## config.mk

```make
export PLATFORM = sky130hd
export DESIGN_NAME = multichannel_moving_average
export DESIGN_NICKNAME = d
export VERILOG_FILES = /design/src/mma_pkg.sv /design/src/multichannel_moving_average.sv /design/src/mma_ctrl.sv /design/src/mma_dp.sv
export SDC_FILE = /design/constraint.sdc
export NUM_CORES = 2
export LEC_CHECK = 0
export ABC_AREA = 1
export BUFFER_PORTS_ARGS = -buffer_cell sky130_fd_sc_hd__buf_2
export CELL_PAD_IN_SITES_DETAIL_PLACEMENT = 0
export CELL_PAD_IN_SITES_GLOBAL_PLACEMENT = 1
export CORE_ASPECT_RATIO = 0.5
export CORE_MARGIN = 10
export CORE_UTILIZATION = 45
export DETAILED_ROUTE_END_ITERATION = 10
export GPL_ROUTABILITY_DRIVEN = 0
export GPL_TIMING_DRIVEN = 0
export HOLD_SLACK_MARGIN = 0.05
export PLACE_DENSITY = 0.75
export SKIP_LAST_GASP = 1
export SYNTH_ARGS = -nofsm -noshare
export SYNTH_HDL_FRONTEND = slang
export SYNTH_SLANG_ARGS = --single-unit
```

## constraint.sdc

```tcl
create_clock -name clk_i -period 20.1 [get_ports clk_i]
set_input_delay 1.005 -clock clk_i [delete_from_list [all_inputs] [get_ports clk_i]]
set_output_delay 1.005 -clock clk_i [all_outputs]
set_load 0.02 [all_outputs]
```

## src/mma_pkg.sv

```systemverilog
// Package for the multichannel moving average block.
// Holds sizes, controller states, the controller/datapath command and status
// structs and the window clamp function. No dependencies.
package mma_pkg;

  localparam int MAX_WINDOW   = 32;
  localparam int NUM_CHANNELS = 6;
  localparam int NUM_WIN_REGS = 6;

  localparam int CH_W     = 3;
  localparam int SAMPLE_W = 10;
  localparam int WIN_W    = 6;
  localparam int CFG_IW   = 3;

  localparam int AVG_MAX    = (1 << SAMPLE_W) - 1;
  localparam int WIN_RESET  = 32;
  localparam int CH_AW      = (NUM_CHANNELS > 1) ? $clog2(NUM_CHANNELS) : 1;
  localparam int PTR_W      = (MAX_WINDOW > 1) ? $clog2(MAX_WINDOW) : 1;
  localparam int EW_W       = $clog2(MAX_WINDOW + 1);
  localparam int SUM_W      = $clog2(MAX_WINDOW * AVG_MAX + 1);
  localparam int RING_DEPTH = NUM_CHANNELS * MAX_WINDOW;
  localparam int RING_AW    = (RING_DEPTH > 1) ? $clog2(RING_DEPTH) : 1;
  localparam int DIV_CW     = (SUM_W > 1) ? $clog2(SUM_W) : 1;

  typedef enum logic [2:0] {
    ST_CLEAR,
    ST_IDLE,
    ST_READ,
    ST_UPDATE,
    ST_DIV,
    ST_DONE
  } state_e;

  typedef struct packed {
    logic               load_in;
    logic               clear;
    logic [RING_AW-1:0] clr_addr;
    logic               rd_ring;
    logic               update;
    logic               div_step;
    logic               load_out;
  } cmd_t;

  typedef struct packed {
    logic ch_ok;
    logic out_busy;
  } status_t;

  // register value 0 acts as 1, values above MAX_WINDOW clamp
  function automatic logic [EW_W-1:0] eff_window(input logic [WIN_W-1:0] reg_val);
    logic [EW_W-1:0] res;
    if (reg_val == '0) begin
      res = EW_W'(1);
    end else if (int'(reg_val) > MAX_WINDOW) begin
      res = EW_W'(MAX_WINDOW);
    end else begin
      res = EW_W'(reg_val);
    end
    return res;
  endfunction

endpackage

```

## src/multichannel_moving_average.sv

```systemverilog
// Six-channel boxcar moving average, top level. Ties the controller and the
// datapath together. Depends on mma_pkg, mma_ctrl and mma_dp.
//
// Each word names a channel (0..5) and carries a 10-bit sample; the block
// returns one word per input with the channel echoed, the truncated average
// of that channel's last window_chN samples (register 0 acts as 1, above 32
// clamps to 32) and an accepted flag. Channels 6 and 7 change nothing and
// return average 0, accepted 0. Items are handled one at a time: a valid
// channel goes through a ring memory read, an update step, the bit-serial
// divider and a load into the output register before the next word is
// accepted; an invalid channel skips the update and the divider. The output
// register lets the next word be taken while a result waits. After reset a
// pass zeroes the sample ring, with input stalled; window writes are
// taken during it. Write windows only while the block is idle.
module multichannel_moving_average (
  input  logic                         clk_i,
  input  logic                         rst_ni,
  input  logic                         cfg_we_i,
  input  logic [mma_pkg::CFG_IW-1:0]   cfg_index_i,
  input  logic [mma_pkg::WIN_W-1:0]    cfg_wdata_i,
  input  logic                         in_valid_i,
  output logic                         in_stall_o,
  input  logic [mma_pkg::CH_W-1:0]     channel_i,
  input  logic [mma_pkg::SAMPLE_W-1:0] sample_i,
  output logic                         out_valid_o,
  input  logic                         out_stall_i,
  output logic [mma_pkg::CH_W-1:0]     out_channel_o,
  output logic [mma_pkg::SAMPLE_W-1:0] average_o,
  output logic                         accepted_o
);
  import mma_pkg::*;

  cmd_t    cmd;
  status_t status;

  mma_ctrl u_ctrl (
    .clk_i      (clk_i),
    .rst_ni     (rst_ni),
    .in_valid_i (in_valid_i),
    .status_i   (status),
    .cmd_o      (cmd),
    .in_stall_o (in_stall_o)
  );

  mma_dp u_dp (
    .clk_i         (clk_i),
    .rst_ni        (rst_ni),
    .cmd_i         (cmd),
    .status_o      (status),
    .cfg_we_i      (cfg_we_i),
    .cfg_index_i   (cfg_index_i),
    .cfg_wdata_i   (cfg_wdata_i),
    .channel_i     (channel_i),
    .sample_i      (sample_i),
    .out_stall_i   (out_stall_i),
    .out_valid_o   (out_valid_o),
    .out_channel_o (out_channel_o),
    .average_o     (average_o),
    .accepted_o    (accepted_o)
  );

endmodule

```

## src/mma_ctrl.sv

```systemverilog
// Controller for the moving average: sequences clear sweep, ring read,
// update, bit-serial divide and output load. Depends on mma_pkg.
module mma_ctrl (
  input  logic            clk_i,
  input  logic            rst_ni,
  input  logic            in_valid_i,
  input  mma_pkg::status_t status_i,
  output mma_pkg::cmd_t   cmd_o,
  output logic            in_stall_o
);
  import mma_pkg::*;

  state_e              state_q, state_d;
  logic [RING_AW-1:0]  clr_cnt_q, clr_cnt_d;
  logic [DIV_CW-1:0]   div_cnt_q, div_cnt_d;
  logic                clr_last, div_last;

  assign clr_last = (clr_cnt_q == RING_AW'(RING_DEPTH - 1));
  assign div_last = (div_cnt_q == DIV_CW'(SUM_W - 1));

  always_ff @(posedge clk_i or negedge rst_ni) begin
    if (!rst_ni) begin
      state_q   <= ST_CLEAR;
      clr_cnt_q <= '0;
      div_cnt_q <= '0;
    end else begin
      state_q   <= state_d;
      clr_cnt_q <= clr_cnt_d;
      div_cnt_q <= div_cnt_d;
    end
  end

  // next state
  always_comb begin
    state_d   = state_q;
    clr_cnt_d = clr_cnt_q;
    div_cnt_d = div_cnt_q;
    case (state_q)
      ST_CLEAR: begin
        clr_cnt_d = clr_cnt_q + RING_AW'(1);
        if (clr_last) begin
          state_d = ST_IDLE;
        end
      end
      ST_IDLE: begin
        if (in_valid_i) begin
          state_d = ST_READ;
        end
      end
      ST_READ: begin
        state_d = status_i.ch_ok ? ST_UPDATE : ST_DONE;
      end
      ST_UPDATE: begin
        div_cnt_d = '0;
        state_d   = ST_DIV;
      end
      ST_DIV: begin
        div_cnt_d = div_cnt_q + DIV_CW'(1);
        if (div_last) begin
          state_d = ST_DONE;
        end
      end
      ST_DONE: begin
        if (!status_i.out_busy) begin
          state_d = ST_IDLE;
        end
      end
      default: begin
        state_d = ST_IDLE;
      end
    endcase
  end

  // outputs
  always_comb begin
    cmd_o          = '0;
    cmd_o.clr_addr = clr_cnt_q;
    in_stall_o     = 1'b1;
    case (state_q)
      ST_CLEAR: begin
        cmd_o.clear = 1'b1;
      end
      ST_IDLE: begin
        in_stall_o    = 1'b0;
        cmd_o.load_in = in_valid_i;
      end
      ST_READ: begin
        cmd_o.rd_ring = 1'b1;
      end
      ST_UPDATE: begin
        cmd_o.update = 1'b1;
      end
      ST_DIV: begin
        cmd_o.div_step = 1'b1;
      end
      ST_DONE: begin
        cmd_o.load_out = !status_i.out_busy;
      end
      default: begin
        cmd_o = '0;
      end
    endcase
  end

endmodule

```

## src/mma_dp.sv

```systemverilog
// Datapath for the moving average: window registers, sample ring memory,
// per-channel sums and pointers, restoring divider and output register.
// Depends on mma_pkg.
module mma_dp (
  input  logic                         clk_i,
  input  logic                         rst_ni,
  input  mma_pkg::cmd_t                cmd_i,
  output mma_pkg::status_t             status_o,
  input  logic                         cfg_we_i,
  input  logic [mma_pkg::CFG_IW-1:0]   cfg_index_i,
  input  logic [mma_pkg::WIN_W-1:0]    cfg_wdata_i,
  input  logic [mma_pkg::CH_W-1:0]     channel_i,
  input  logic [mma_pkg::SAMPLE_W-1:0] sample_i,
  input  logic                         out_stall_i,
  output logic                         out_valid_o,
  output logic [mma_pkg::CH_W-1:0]     out_channel_o,
  output logic [mma_pkg::SAMPLE_W-1:0] average_o,
  output logic                         accepted_o
);
  import mma_pkg::*;

  logic [WIN_W-1:0]    win_q [NUM_WIN_REGS];
  logic [SAMPLE_W-1:0] ring_mem [RING_DEPTH];
  logic [SAMPLE_W-1:0] ring_rd_q;
  logic [SUM_W-1:0]    sum_q [NUM_CHANNELS];
  logic [PTR_W-1:0]    ptr_q [NUM_CHANNELS];

  logic [CH_W-1:0]     ch_q;
  logic [SAMPLE_W-1:0] smp_q;
  logic [SUM_W-1:0]    quo_q, quo_d;
  logic [EW_W-1:0]     rem_q, rem_d;

  logic                out_valid_q;
  logic [CH_W-1:0]     out_ch_q;
  logic [SAMPLE_W-1:0] out_avg_q;
  logic                out_acc_q;

  logic                ch_ok;
  logic [CH_AW-1:0]    ch_idx;
  logic [EW_W-1:0]     win_eff;
  logic [RING_AW-1:0]  ring_addr;
  logic [SUM_W-1:0]    sum_new;
  logic [EW_W:0]       ptr_inc;
  logic [PTR_W-1:0]    ptr_next;
  logic [EW_W:0]       div_t;
  logic [EW_W:0]       div_diff;
  logic                div_ge;
  logic [SAMPLE_W-1:0] avg_sat;

  assign ch_ok   = (int'(ch_q) < NUM_CHANNELS) && (int'(ch_q) < NUM_WIN_REGS);
  assign ch_idx  = ch_q[CH_AW-1:0];
  assign win_eff = eff_window(win_q[ch_q]);

  assign ring_addr = RING_AW'(ch_idx) * RING_AW'(MAX_WINDOW) + RING_AW'(ptr_q[ch_idx]);

  // exact: the sum always equals the ring contents, so no wrap
  assign sum_new = sum_q[ch_idx] - SUM_W'(ring_rd_q) + SUM_W'(smp_q);

  assign ptr_inc  = (EW_W+1)'(ptr_q[ch_idx]) + (EW_W+1)'(1);
  assign ptr_next = (ptr_inc >= (EW_W+1)'(win_eff)) ? '0 : ptr_inc[PTR_W-1:0];

  // one quotient bit per step, MSB first
  assign div_t    = {rem_q, quo_q[SUM_W-1]};
  assign div_diff = div_t - (EW_W+1)'(win_eff);
  assign div_ge   = (div_t >= (EW_W+1)'(win_eff));

  assign avg_sat = (quo_q > SUM_W'(AVG_MAX)) ? SAMPLE_W'(AVG_MAX) : quo_q[SAMPLE_W-1:0];

  always_comb begin
    quo_d = quo_q;
    rem_d = rem_q;
    if (cmd_i.update) begin
      quo_d = sum_new;
      rem_d = '0;
    end else if (cmd_i.div_step) begin
      quo_d = {quo_q[SUM_W-2:0], div_ge};
      rem_d = div_ge ? div_diff[EW_W-1:0] : div_t[EW_W-1:0];
    end
  end

  always_ff @(posedge clk_i or negedge rst_ni) begin
    if (!rst_ni) begin
      for (int i = 0; i < NUM_WIN_REGS; i++) begin
        win_q[i] <= WIN_W'(WIN_RESET);
      end
      for (int i = 0; i < NUM_CHANNELS; i++) begin
        sum_q[i] <= '0;
        ptr_q[i] <= '0;
      end
      out_valid_q <= 1'b0;
    end else begin
      if (cfg_we_i && (int'(cfg_index_i) < NUM_WIN_REGS)) begin
        win_q[cfg_index_i] <= cfg_wdata_i;
      end
      if (cmd_i.update) begin
        sum_q[ch_idx] <= sum_new;
        ptr_q[ch_idx] <= ptr_next;
      end
      if (cmd_i.load_out) begin
        out_valid_q <= 1'b1;
      end else if (!out_stall_i) begin
        out_valid_q <= 1'b0;
      end
    end
  end

  // sample ring: one write port (clear sweep or update), one registered read
  always_ff @(posedge clk_i) begin
    if (cmd_i.clear) begin
      ring_mem[cmd_i.clr_addr] <= '0;
    end else if (cmd_i.update) begin
      ring_mem[ring_addr] <= smp_q;
    end
    if (cmd_i.rd_ring) begin
      ring_rd_q <= ring_mem[ring_addr];
    end
  end

  always_ff @(posedge clk_i) begin
    if (cmd_i.load_in) begin
      ch_q  <= channel_i;
      smp_q <= sample_i;
    end
    quo_q <= quo_d;
    rem_q <= rem_d;
    if (cmd_i.load_out) begin
      out_ch_q  <= ch_q;
      out_avg_q <= ch_ok ? avg_sat : '0;
      out_acc_q <= ch_ok;
    end
  end

  assign status_o.ch_ok    = ch_ok;
  assign status_o.out_busy = out_valid_q & out_stall_i;

  assign out_valid_o   = out_valid_q;
  assign out_channel_o = out_ch_q;
  assign average_o     = out_avg_q;
  assign accepted_o    = out_acc_q;

endmodule

```

==> impl_results.md <==
- DR WL met2: 134,000 µm
- Final hold vios: 0
- Starting Density: 45.4%
- CTS buffer count: 203
- Finished Layout Cells: 12,408
- TNS Setup: 0 ns
- Reg-to-reg critical path startpoint: u_dp.ch_idx[0]
- Met3 wire len: 39,100 µm
- R2R Setup Slk: 13.25 ns
- Worst-path cell chain: buf_2, buf_2, buf_2, buf_1, buf_1, a21oi_1, a211oi_1, fa_1, inv_1, ha_1, nand2_1, o21ai_0, nand2_1, nand2_1, a21oi_1, nor2_1, nor2_1, o21ai_0, xnor2_1, o21ai_0
- Synth Register Bits: 2,150
- Syn Nets: 9,238
- Finished Cell Area: 106,000 µm²
- Hold slack: 0.190 ns
- Largest net degree at the start of global routing: 95
- Commonest cells after routing, fill and taps aside: nand2_1, edfxtp_1, nand3_1
- Global-route wire length before repair: 449,000 µm
- Crit path DAT: 7.40 ns
- Outcome: finished with violations
- Synth Instances: 9,169
- Register area: 63,600 µm²
- Clk_lat worst skew: 0.88 ns
- Failing checks: max-capacitance violations, max-slew violations
- Slowest cell on the critical path: buf_1
- Max Cap Violations: 7
- Cell row count: 118
- Vias: 69,093
- Max FO, Critical Path: 10
- Fillers: 18,826
- CTS resizes: 0
- Top Metal Used: met5
- Area Growth Syn to Fin: 12.0%
- CTS Buffer Depth: 4
- Core area: 208,000 µm²
- R2R depth: 20
- GRT Resource Usage Total: 27.1%
- Fin. max-slew vios: 42
- Seq/Total Area, Yosys: 67.4%
- Startpoint types: flop
- Die Y: 344 µm
- Wire per inst: 25.8 µm
- Power Density: 129 nW/µm²
- Clk root buf: clkbuf_16
- Reg clk slew, reported paths: 0.06 ns
- Crit path kind: reg -> reg
- Syn Area/Cell: 10.3 µm²
- DRT Wirelength: 320,000 µm
- Yosys Warn Count: 0
- Total global routing overflow: 0
- Upper clock frequency limit: 0.146 GHz
- # Post-CTS Setup Buffers: 0
- RSZ-0062 raised after global routing: false
- Layout Skew: 0.0422 ns
- Multi-input gate area: 23,600 µm²
- H-tree levels: 4
- # IOs: 43
- Measured slew at the worst slew-check pin: 1.55 ns
- Commonest non-fill, non-tap cell in the layout: nand2_1
- Maximum vdd drop: 0.0884 mV
- Leakage: 43.0 nW
- Setup Viol. Count Final: 0
- Final core occ: 50.9%
- Reg2reg end: u_dp.quo_q[10]
- Vias/cell: 5.57
- Pre-Repair DR Iteration Count: 6
- Post-DP Area: 99,700 µm²
- Die Area: 230,000 µm²
- CP endpoint kind: flop
- CP required: 20.65 ns
- Period utilization: 34.1%
- Hold Buf Count CTS: 0
- DRC: 0
- Post-detail-place hpwl: 228,000 µm
- Initial DRC Count: 10,341
- Yosys cell types: 43
- Worst min path class: in -> async
- Post-route ant nets: 0
- Crit-path leading delay family: buffers and inverters
- Port bufs: 42
- Post-route minimum period: 6.85 ns
- Vias in the first global route: 63,133
- Rel. slew slack: -3.85%
- Placed cells: 12,041
- Clock sink total: 2,150
- Overall die width: 668 µm
- Max incr delay on CP: 1.09 ns
- Buffers & Inverters on Critical Path: 6
- Initial antenna violation count: 13
- Nets: 9,555
- Post-synthesis cell area: 94,400 µm²
- CTS tree: done
- Wire length on met1: 135,000 µm
- Share of layout cells above drive strength 1: 7.25%
==> how the worst max path moves through the flow <==
stage	start	to	depth (start not counted)	slack, ns
floorplan	u_ctrl.state_q[2]	u_dp.ring_mem[0][0]	7	13.39
global placement	u_ctrl.state_q[2]	u_dp.ring_mem[144][6]	7	2.87
detailed placement	u_dp.ch_idx[0]	u_dp.quo_q[11]	20	13.31
CTS	u_dp.ch_idx[0]	u_dp.quo_q[11]	20	13.30
global route	u_dp.ch_idx[0]	u_dp.quo_q[10]	22	12.87
finish	u_dp.ch_idx[0]	u_dp.quo_q[10]	20	13.25
==> registers in the layout, summed over array words and instances (netlist names) <==
name	cells
u_dp.sum_q	90
u_ctrl.div_cnt_q	4
u_ctrl.state_q	3
u_dp.ring_rd_q	10
u_dp.ring_mem	1920
u_dp.ch_idx	3
u_dp.ptr_q	30
u_ctrl.clr_cnt_q	8
u_dp.win_q	36
u_dp.smp_q	10
u_dp.out_valid_o	1
u_dp.out_channel_o	3
u_dp.quo_q	15
u_dp.average_o	10
u_dp.rem_q	6
u_dp.accepted_o	1
==> per-layer routing <==
layer | up-vias | GRT usage (%)
li1 | 31309 | -
met5 | - | 0
met3 | 601 | 6.82
met2 | 3752 | 39.9
met1 | 33429 | 39.1
met4 | 2 | 9.18
==> cell families (layout without fill, tap and decap cells) <==
logic type                 count (synthesis)  count (layout)  share of synthesized area (%)
buffers and inverters                   1831            2302                           7.69
other                                      0               8                              0
DFF                                     2150            2150                           67.4
AOI/OAI and AO/OA                        583             583                           3.34
adders and majority gates                 42              42                          0.644
xor gates and xnor gates                  27              27                          0.250
and+or+nand+nor                         4535            4535                           20.7
muxes                                      1               1                         0.0119
==> area by class of cell <==
type / instances / area share (%)
inverter: 1289 / 4.57
sequential: 2150 / 60.2
clock inverter: 104 / 0.709
multi-input combinational: 5188 / 22.3
buffer: 542 / 2.30
timing repair buffer: 112 / 1.59
tap: 2760 / 3.26
antenna: 8 / 0.0189
clock buffer: 255 / 5.04
==> where the power goes <==
part	total [mW]	switching [mW]	internal, mW	leakage, nW
registers	5.25	0.0906	5.16	20.9
clock network	3.70	1.70	2.00	2.97
logic	4.69	3.59	1.10	19.1
==> synthesized netlist by cell type, drive strengths merged <==
library cell / n / area [µm²]
nand2: 2509 / 9420
edfxtp: 1972 / 59200
nand3: 1387 / 6970
inv: 1287 / 4830
o21ai: 434 / 2170
nor2: 353 / 1330
buf: 300 / 1520
nand4: 262 / 1640
clkbuf: 242 / 908
dfrtp: 166 / 4150
o211ai: 64 / 480
a21oi: 46 / 230
ha: 31 / 388
xor2: 17 / 149
o22ai: 14 / 87.6
fa: 11 / 220
nor3: 11 / 60.1
xnor2: 10 / 87.6
or2: 8 / 50.1
a31oi: 7 / 43.8
dfstp: 6 / 158
dfxtp: 6 / 120
o221ai: 6 / 52.6
a21boi: 3 / 22.5
o21a: 3 / 22.5
a211oi: 2 / 15.0
a21o: 2 / 15.0
clkinv: 2 / 7.51
nor4: 2 / 12.5
o31ai: 2 / 15.0
and3: 1 / 6.26
mux2: 1 / 11.3
nor3b: 1 / 7.51
or4: 1 / 7.51
==> per-stage QoR <==
step,setup slack [ns],total power [mW]
5_1_grt,12.87,14.1
3_5_place_dp,13.31,9.85
4_1_cts,13.30,13.5
6_report,13.25,13.6
2_1_floorplan,13.39,7.85
3_3_place_gp,2.87,9.83
(Power assumes the default switching activity.)
